<file path="src/gaps_pkg.sv">
`default_nettype none
package gaps_pkg;

  localparam int GRID_W = 64;
  localparam int GRID_H = 16;
  localparam int NCELLS = GRID_W * GRID_H;
  localparam int XW = 6;
  localparam int YW = 4;
  localparam int AW = XW + YW;
  localparam int GW = 14;
  localparam int FW = 15;
  localparam int HW = 10;
  localparam int CW = 11;

  localparam logic [GW-1:0] COST_STRAIGHT = GW'(10);
  localparam logic [GW-1:0] COST_DIAG = GW'(14);

  localparam logic [1:0] MODE_LOAD = 2'd0;
  localparam logic [1:0] MODE_SEARCH = 2'd1;
  localparam logic [1:0] MODE_READ = 2'd2;

  localparam logic [2:0] ST_STORED = 3'd0;
  localparam logic [2:0] ST_FOUND = 3'd1;
  localparam logic [2:0] ST_NOPATH = 3'd2;
  localparam logic [2:0] ST_STEP = 3'd3;
  localparam logic [2:0] ST_EMPTY = 3'd4;

  localparam logic [1:0] KIND_WALL = 2'd0;
  localparam logic [1:0] KIND_FREE = 2'd1;
  localparam logic [1:0] KIND_EXIT = 2'd2;
  localparam logic [1:0] KIND_BAD = 2'd3;

  localparam logic CFG_GOAL_X = 1'b0;
  localparam logic CFG_GOAL_Y = 1'b1;

  typedef enum logic [4:0] {
    OP_NONE,
    OP_MAPCLR,
    OP_LOAD,
    OP_RD_ISSUE,
    OP_RD_EMIT,
    OP_SRCH_INIT,
    OP_NCLR,
    OP_START_WR,
    OP_SCAN,
    OP_NB_ISSUE,
    OP_NB_EVAL,
    OP_CLOSE,
    OP_WALK_INIT,
    OP_WALK,
    OP_WALK_PAR,
    OP_EMIT_FOUND,
    OP_EMIT_NOPATH
  } op_t;

  typedef struct packed {
    op_t op;
  } cmd_t;

  typedef struct packed {
    logic out_free;
    logic cnt_last;
    logic found;
    logic h_busy;
    logic nb_inr;
    logic nb_exit;
    logic d_last;
    logic walk_end;
  } stat_t;

  typedef struct packed {
    logic [GW-1:0] g;
    logic [FW-1:0] f;
    logic [2:0]    dir;
    logic          open;
    logic          closed;
  } node_t;

  // neighbor order: dx -1,-1,-1,0,0,1,1,1 ; dy -1,0,1,-1,1,-1,0,1
  function automatic logic [1:0] dir_dx(input logic [2:0] d);
    logic [1:0] r;
    if (d < 3'd3) r = 2'b11;
    else if (d < 3'd5) r = 2'b00;
    else r = 2'b01;
    return r;
  endfunction

  function automatic logic [1:0] dir_dy(input logic [2:0] d);
    logic [1:0] r;
    unique case (d)
      3'd0, 3'd3, 3'd5: r = 2'b11;
      3'd1, 3'd6: r = 2'b00;
      default: r = 2'b01;
    endcase
    return r;
  endfunction

endpackage
`default_nettype wire

</file>
<file path="src/gaps_ctrl.sv">
`default_nettype none
module gaps_ctrl import gaps_pkg::*; (
  input  wire logic       clk,
  input  wire logic       rst,
  input  wire logic       in_valid,
  input  wire logic [1:0] in_mode,
  output logic            in_ready,
  input  wire stat_t      stat,
  output cmd_t            cmd
);

  typedef enum logic [3:0] {
    S_INIT,
    S_IDLE,
    S_RD,
    S_NCLR,
    S_START,
    S_SCAN,
    S_SCAN_END,
    S_SCAN_CHK,
    S_NB,
    S_NB_WAIT,
    S_CLOSE,
    S_WALK,
    S_WALK_PAR,
    S_FOUND,
    S_NOPATH
  } state_t;

  state_t state, state_next;

  always_comb begin
    state_next = state;
    cmd.op = OP_NONE;
    in_ready = (state == S_IDLE) && stat.out_free;
    unique case (state)
      S_INIT: begin
        cmd.op = OP_MAPCLR;
        if (stat.cnt_last) state_next = S_IDLE;
      end
      S_IDLE: begin
        if (in_valid && in_ready) begin
          priority case (in_mode)
            MODE_LOAD: cmd.op = OP_LOAD;
            MODE_READ: begin
              cmd.op = OP_RD_ISSUE;
              state_next = S_RD;
            end
            MODE_SEARCH: begin
              cmd.op = OP_SRCH_INIT;
              state_next = S_NCLR;
            end
            default: ;
          endcase
        end
      end
      S_RD: begin
        if (stat.out_free) begin
          cmd.op = OP_RD_EMIT;
          state_next = S_IDLE;
        end
      end
      S_NCLR: begin
        cmd.op = OP_NCLR;
        if (stat.cnt_last) state_next = S_START;
      end
      S_START: begin
        if (!stat.h_busy) begin
          cmd.op = OP_START_WR;
          state_next = S_SCAN;
        end
      end
      S_SCAN: begin
        cmd.op = OP_SCAN;
        if (stat.cnt_last) state_next = S_SCAN_END;
      end
      S_SCAN_END: state_next = S_SCAN_CHK;
      S_SCAN_CHK: state_next = stat.found ? S_NB : S_NOPATH;
      S_NB: begin
        cmd.op = OP_NB_ISSUE;
        state_next = S_NB_WAIT;
      end
      S_NB_WAIT: begin
        if (!stat.h_busy) begin
          if (stat.nb_inr && stat.nb_exit) begin
            cmd.op = OP_WALK_INIT;
            state_next = S_WALK;
          end else begin
            cmd.op = OP_NB_EVAL;
            state_next = stat.d_last ? S_CLOSE : S_NB;
          end
        end
      end
      S_CLOSE: begin
        cmd.op = OP_CLOSE;
        state_next = S_SCAN;
      end
      S_WALK: begin
        cmd.op = OP_WALK;
        state_next = stat.walk_end ? S_FOUND : S_WALK_PAR;
      end
      S_WALK_PAR: begin
        cmd.op = OP_WALK_PAR;
        state_next = S_WALK;
      end
      S_FOUND: begin
        if (stat.out_free) begin
          cmd.op = OP_EMIT_FOUND;
          state_next = S_IDLE;
        end
      end
      S_NOPATH: begin
        if (stat.out_free) begin
          cmd.op = OP_EMIT_NOPATH;
          state_next = S_IDLE;
        end
      end
      default: state_next = S_IDLE;
    endcase
  end

  always_ff @(posedge clk) begin
    if (rst) begin
      state <= S_INIT;
    end else begin
      state <= state_next;
    end
  end

endmodule
`default_nettype wire

</file>
<file path="config.mk">
export PLATFORM = sky130hd
export DESIGN_NAME = gaps_ctrl
export DESIGN_NICKNAME = d
export VERILOG_FILES = /design/src/gaps_pkg.sv /design/src/gaps_ctrl.sv
export SDC_FILE = /design/constraint.sdc
export NUM_CORES = 1
export LEC_CHECK = 0
export ABC_AREA = 1
export BUFFER_PORTS_ARGS = -buffer_cell sky130_fd_sc_hd__buf_2
export CORE_AREA = 2 2 41 43
export DETAILED_ROUTE_END_ITERATION = 8
export DIE_AREA = 0 0 43 45
export PLACE_DENSITY = 0.81
export SLEW_MARGIN = 20
export SYNTH_ARGS = -nofsm -noshare
export SYNTH_HDL_FRONTEND = slang
export SYNTH_SLANG_ARGS = --single-unit
</file>
<file path="constraint.sdc">
create_clock -name clk -period 1.61 [get_ports clk]
set_input_delay 0.161 -clock clk [delete_from_list [all_inputs] [get_ports clk]]
set_output_delay 0.161 -clock clk [all_outputs]
set_load 0.03 [all_outputs]
</file>
==> key figures, run 1 <==
Layout
  • Sequential cell area: 95.1 µm²
  • Ant. Diodes: 0
  • Area of the multi-input gates: 628 µm²
  • Nets: 170
  • Number of flip-flops in the largest register: 4
  • Area delta synth->final: 43.6%
  • Fillers: 124
  • Biggest regs: state (4)
  • Share of layout cells above drive strength 1: 46.0%
  • Largest register by flop count: state

Setup path
  • Crit end category: output port
  • WP data arrival: 1.47 ns
  • Startpoint Class: flip-flop
  • R2R setup slack: 0.17 ns
  • CP max FO: 6
  • Worst R2R Start: state[2]$_SDFFE_PP0P_
  • Worst r2r path cells: 8
  • Critical path type: reg -> out
  • WP data required: 1.45 ns
  • Worst r2r dst: state[2]$_SDFFE_PP0P_

Clock tree
  • Hold_buf cts: 0
  • Clk pin slew, worst setup/hold paths: 0.04 ns
  • CTS H-Tree Depth: 1
  • Clk_lat worst skew: 0.24 ns
  • CTS tree: yes
  • Sink Count: 4
  • Clock Tree Root: clkbuf_4
  • Total CTS buffers: 3
  • Longest Clk Path Bufs: 2

Global route
  • GRT Util Overall: 22.3%
  • Vias in the first global route: 816
  • Remaining global-route overflow: 0
  • Largest net degree at the start of global routing: 8
  • First-pass GRT wire length: 3.33 mm
  • Initial antenna violation count: 0

Place
  • DP HPWL: 1.50 mm
  • Dpl ws: 0.131 ns
  • # port buffers: 18
  • Routability cong.: 1.02

Routing
  • Routed via count: 959
  • Residual DRC: 0
  • WL/cell: 13.7 µm
  • Drt initial violations: 57
  • Routed vias/inst: 5.78
  • DRT Pass-1 Iters: 4
  • Final antenna-violating net count: 0
  • DRT Wirelength: 2.28 mm

Floorplanning
  • Die width: 43 µm
  • Core Area: 1470 µm²
  • Initial Utilization: 46.9%
  • Die footprint: 1940 µm²
  • Chip height: 45 µm
  • FP Rows: 14
  • IO Count: 19

Yosys
  • Synthesized cell area: 689 µm²
  • Net count after synthesis: 144
  • Sequential area share after synthesis: 11.6%
  • Cell variety after synth: 23
  • Gate Count Post-Synth: 126
  • Synthesized area per cell: 5.47 µm²
  • Yosys Warn Count: 0
  • Seq cells post-synth: 4

STA
  • Pins over their slew limit: 0
  • Sum of negative setup slack: -0.0226 ns
  • Final Skew: 0.00348 ns
  • Max frequency: 613 MHz
  • Slew @ Worst Pin: 0.323 ns
  • Post-route minimum period: 1.63 ns
  • Final setup margin: -0.0226 ns
  • RSZ-0062 raised after global routing: yes
  • Final hold violation count: 0
  • Fin crit share: 101%
  • Relative slew slack: 78.4%
  • Worst hold margin: 0.202 ns
  • Final Setup Violations: 1

Hold path
  • Startpoint of the worst hold path: rst
  • Hold path depth: 4
  • Hold Path End: state[3]$_SDFFE_PP0P_
  • Hold WC Path Type: in -> reg

Flow run
  • Max-cap viol count: 0

Power
  • Net Sw Frac: 57.0%
  • Net switching power: 0.000932 W
  • Leakage: 0.524 nW
  • Sequential power share: 14.6%
  • Max VDD drop: 0.000872 V
  • Clock Power Share: 7.8%
  • Cell internal pwr: 0.000702 W
  • P per Cell Area: 1650 nW/µm²
  • Combinational Power Share: 77.7%

Run status
  • Failing checks: negative setup slack
  • Status: complete, but fails checks
[power by group through the flow]
stage                     combinational (W)  sequential, W  clock [W]
after global placement             0.000960       0.000187          0
after floorplan                    0.000760       0.000181          0
after detailed placement           0.000971       0.000189          0
after global routing                0.00136       0.000248   0.000145
after CTS                           0.00105       0.000206   0.000135
final                               0.00127       0.000238   0.000127
[placed cells by master, fill, tap and decap left out, types with 4 or more instances in the layout]
cell type  Yosys  layout
nand2_1       30      23
nor2_1        25      18
inv_1         17      14
buf_2          0      14
nor2_2         4       9
nand3_1        9       9
nand2_2        4       7
inv_2          5       5
nand2_4        1       5
ha_1           5       5
a21oi_1        6       4
buf_4          0       4
dfxtp_4        0       4
[synthesized netlist by cell type]
master,number,area (µm²)
ha_1,5,62.6
inv_1,17,63.8
nand3_1,9,45.0
o21bai_1,1,7.51
a211oi_1,1,7.51
nand2_2,4,25.0
nand4_1,2,12.5
inv_2,5,18.8
dfxtp_1,4,80.1
nor3_1,3,15.0
o31ai_2,1,12.5
nand2_4,1,11.3
nand3_2,1,10.0
nor2_1,25,93.8
nor4_1,1,6.26
nand2_1,30,113
nor2_2,4,25.0
a221oi_1,1,8.76
nor2_4,1,11.3
a21oi_1,6,30.0
o211a_1,1,10.0
nor3_2,1,10.0
o21ai_0,2,10.0
[cell families after synthesis]
family | share of synthesized area, %
flip-flops | 11.6
buffers and inverters | 12.0
AO/OA/AOI/OAI | 12.5
AND/OR/NAND/NOR | 54.8
adder cells (fa/ha/maj) | 9.07
[routing by layer]
metal | vias up | global-route usage [%] | wire length (µm)
met4 | 0 | 2.42 | 70
li1 | 450 | - | -
met5 | - | 0 | 0
met1 | 430 | 26.7 | 827
met2 | 69 | 41.8 | 1130
met3 | 10 | 5.60 | 245
[final cells by class]
class	instances	area share [%]
flip-flops and latches	4	9.61
well taps	16	2.02
clock buffers	3	2.28
inverters	22	9.10
multi-input cells	100	63.5
repair buffers	21	13.5
[how the worst max path moves through the flow]
stage / from / to / slack (ns) / cells past startpoint
floorplan: state[1]$_SDFFE_PP0P_ / cmd[1] / 0.18 / 7
global placement: state[1]$_SDFFE_PP0P_ / cmd[0] / 0.14 / 8
detailed placement: state[1]$_SDFFE_PP0P_ / cmd[1] / 0.13 / 8
CTS: state[2]$_SDFFE_PP0P_ / cmd[1] / -0.00008 / 8
global route: state[2]$_SDFFE_PP0P_ / cmd[2] / -0.12 / 6
finish: state[2]$_SDFFE_PP0P_ / cmd[2] / -0.02 / 6
[worst max-delay path: stages (launching register included)]
cell and delay [ns]:
dfxtp_4 0.37, nor2_2 0.23, nand3_1 0.17, nor2_1 0.16
a211oi_2 0.07, nand3_1 0.09, buf_6 0.14
[through the flow]
stage | util (%) | area [µm²] | std cells | power [W]
floorplan | - | 689 | 126 | 0.000941
global placement | 54.8 | 807 | 161 | 0.00115
detailed placement | 54.8 | 807 | 161 | 0.00116
CTS | 60.3 | 887 | 165 | 0.00139
global route | 67.3 | 990 | 166 | 0.00176
finish | 67.3 | 990 | 166 | 0.00163
[repair_timing]
| item | 4_1_cts | 5_1_grt |
|---|---|---|
| buffers inserted | 1 | 1 |
| gates resized for setup | 18 | 31 |
| pin swaps | 1 | 0 |
| endpoints found under the setup margin | 4 | 4 |
Power figures use the tool's default switching activity.
==> run 2, diff against run 1 <==
- PLACE_DENSITY: 0.81 -> 0.78
==> run 2 against run 1 <==
Compared with the run above:
- the flow now finishes without violations
- clock-buffer cell count stayed put
- maximum frequency is 2.1% higher
- global-route usage is 0.33 points lower
- sequential share of layout area is 0.11 points higher
- largest power group unchanged
- critical path type unchanged
==> key figures, run 2 (same netlist as run 1, synthesis figures left out) <==
Run status
  • Status: finished, final reports clean (was complete, but fails checks)

STA
  • Worst hold margin: 0.205 ns (was 0.202 ns)
  • RSZ-0062 raised after global routing: yes (unchanged)
  • Final hold violation count: 0 (unchanged)
  • Pins over their slew limit: 0 (unchanged)
  • Post-route minimum period: 1.60 ns (was 1.63 ns)
  • Max frequency: 625 MHz (was 613 MHz)
  • Final Skew: 0.00330 ns (was 0.00348 ns)
  • Slew @ Worst Pin: 0.322 ns (was 0.323 ns)
  • Relative slew slack: 78.5% (was 78.4%)
  • Fin crit share: 99.3% (was 101%)
  • Sum of negative setup slack: 0 ns (was -0.0226 ns)
  • Final setup margin: 0.0107 ns (was -0.0226 ns)
  • Final Setup Violations: 0 (was 1)

Clock tree
  • CTS H-Tree Depth: 1 (unchanged)
  • CTS tree: yes (unchanged)
  • Hold_buf cts: 0 (unchanged)
  • Longest Clk Path Bufs: 2 (unchanged)
  • Total CTS buffers: 3 (unchanged)
  • Clock Tree Root: clkbuf_4 (unchanged)
  • Clk pin slew, worst setup/hold paths: 0.04 ns (about the same)
  • Clk_lat worst skew: 0.23 ns (was 0.24 ns)
  • Sink Count: 4 (unchanged)

Routing
  • WL/cell: 12.8 µm (was 13.7 µm)
  • Drt initial violations: 34 (was 57)
  • Routed via count: 947 (was 959)
  • Residual DRC: 0 (unchanged)
  • DRT Pass-1 Iters: 5 (was 4)
  • Final antenna-violating net count: 0 (unchanged)
  • Routed vias/inst: 5.57 (was 5.78)
  • DRT Wirelength: 2.17 mm (was 2.28 mm)

Layout
  • Commonest cells after routing, fill and taps aside: nand2_1, nor2_1, inv_1, buf_2 (unchanged)
  • Most common cell after layout, fill and taps aside: nand2_1 (unchanged)
  • Fillers: 132 (was 124)
  • Area delta synth->final: 41.9% (was 43.6%)
  • Ant. Diodes: 0 (unchanged)
  • Non-filler cells, final: 170 (was 166)
  • Nets: 174 (was 170)
  • Largest register by flop count: state (unchanged)
  • Share of layout cells above drive strength 1: 41.6% (was 46.0%)
  • Number of flip-flops in the largest register: 4 (unchanged)
  • Biggest regs: state (4) (unchanged)

Floorplanning
  • Core Area: 1470 µm² (unchanged)
  • IO Count: 19 (unchanged)
  • Die footprint: 1940 µm² (unchanged)
  • Initial Utilization: 46.9% (unchanged)
  • FP Rows: 14 (unchanged)
  • Die width: 43 µm (unchanged)
  • Chip height: 45 µm (unchanged)

Setup path
  • Worst r2r path cells: 10 (was 8)
  • Crit end category: output port (unchanged)
  • CP max FO: 6 (unchanged)
  • Critical path type: reg -> out (unchanged)
  • Worst R2R Start: state[0]$_SDFFE_PP0P_ (was state[2]$_SDFFE_PP0P_)
  • CP peak stage delay: 0.39 ns (was 0.37 ns)
  • R2R setup slack: 0.21 ns (was 0.17 ns)
  • Cell Chain, Critical Path: inv_4 > nand2_4 > nor3_2 > a221oi_1 > nand3_1 > buf_6 (was nor2_2 > nand3_1 > nor2_1 > a211oi_2 > nand3_1 > buf_6)
  • WP data arrival: 1.44 ns (was 1.47 ns)
  • Worst setup path startpoint: state[1]$_SDFFE_PP0P_ (was state[2]$_SDFFE_PP0P_)
  • Worst r2r dst: state[1]$_SDFFE_PP0P_ (was state[2]$_SDFFE_PP0P_)
  • CP Depth: 6 (unchanged)
  • Critical path's top delay family: flip-flops (was simple AND/OR/NAND/NOR gates)
  • CP endpoint: cmd[0] (was cmd[2])
  • Worst path slowest cell: dfxtp_4 (unchanged)
  • WP data required: 1.45 ns (about the same)
  • Crit path buf inv count: 2 (was 1)
  • Startpoint Class: flip-flop (unchanged)

Global route
  • Largest net degree at the start of global routing: 8 (unchanged)
  • First-pass GRT wire length: 3.28 mm (was 3.33 mm)
  • Vias in the first global route: 854 (was 816)
  • GRT Util Overall: 22.0% (was 22.3%)
  • Initial antenna violation count: 0 (unchanged)
  • Remaining global-route overflow: 0 (unchanged)

Power
  • P per Cell Area: 1630 nW/µm² (was 1650 nW/µm²)
  • Max VDD drop: 0.000900 V (was 0.000872 V)
  • Leakage: 0.538 nW (was 0.524 nW)

Flow run
  • Max-cap viol count: 0 (unchanged)

Place
  • Placed Cells: 161 (unchanged)
  • Routability cong.: 0.942 (was 1.02)
  • DP HPWL: 1.54 mm (was 1.50 mm)
  • # port buffers: 18 (unchanged)
  • Dpl ws: 0.0984 ns (was 0.131 ns)

Hold path
  • Hold path depth: 4 (unchanged)
  • Hold WC Path Type: in -> reg (unchanged)
==> run 2: changes by cell type in the layout (fill, tap and decap cells not counted), sizes merged <==
cell and change:
buf +4
==> run 2: worst min-delay path, cell delays in order <==
cell and delay (ns):
buf_2 0.08, inv_1 0.06, nand2_1 0.08, nor2_2 0.03
==> run 2: area by class of cell <==
type	instances	area, µm²	area share, %
Sequential cell	4	95.1	9.72
Inverter	22	90.1	9.21
Tap cell	16	20.0	2.05
Clock buffer	3	22.5	2.30
Multi-Input combinational cell	100	589	60.2
Timing Repair Buffer	25	161	16.5
==> run 2: worst min path at each step <==
stage,start,to,slack [ns]
after floorplan,rst,state[3]$_SDFFE_PP0P_,0.34
after global placement,rst,state[3]$_SDFFE_PP0P_,0.44
after global routing,rst,state[2]$_SDFFE_PP0P_,0.21
final,rst,state[0]$_SDFFE_PP0P_,0.20
after detailed placement,rst,state[0]$_SDFFE_PP0P_,0.46
after CTS,rst,state[0]$_SDFFE_PP0P_,0.21
==> run 2: timing repair <==
| action | CTS | global route |
|---|---|---|
| setup endpoints to repair | 4 | 4 |
| resized for setup | 20 | 16 |
| buffers inserted | 2 | 4 |
| pin swaps | 3 | 6 |
==> run 2: metrics by stage <==
stage | total power (W) | util [%] | cell area (µm²)
after floorplan | 0.000941 | - | 689
after global placement | 0.00114 | 54.8 | 807
after detailed placement | 0.00117 | 54.8 | 807
after CTS | 0.00143 | 61.0 | 897
after global routing | 0.00171 | 66.5 | 978
final | 0.00159 | 66.5 | 978
==> run 2: metal layers <==
metal  global-route usage (%)  share of wire, %  vias to the layer above
met3                     5.60               7.1                        8
met2                     42.1                51                       60
met5                        0                 0                        -
met4                     4.24               3.0                        0
li1                         -                 -                      456
met1                     24.7                39                      423
==> run 2: power breakdown <==
| part | total [W] | switching, W | internal (W) |
|---|---|---|---|
| Combinational | 0.00123 | 0.000741 | 0.000489 |
| Clock | 0.000123 | 0.0000399 | 0.0000833 |
| Sequential | 0.000238 | 0.0000816 | 0.000156 |
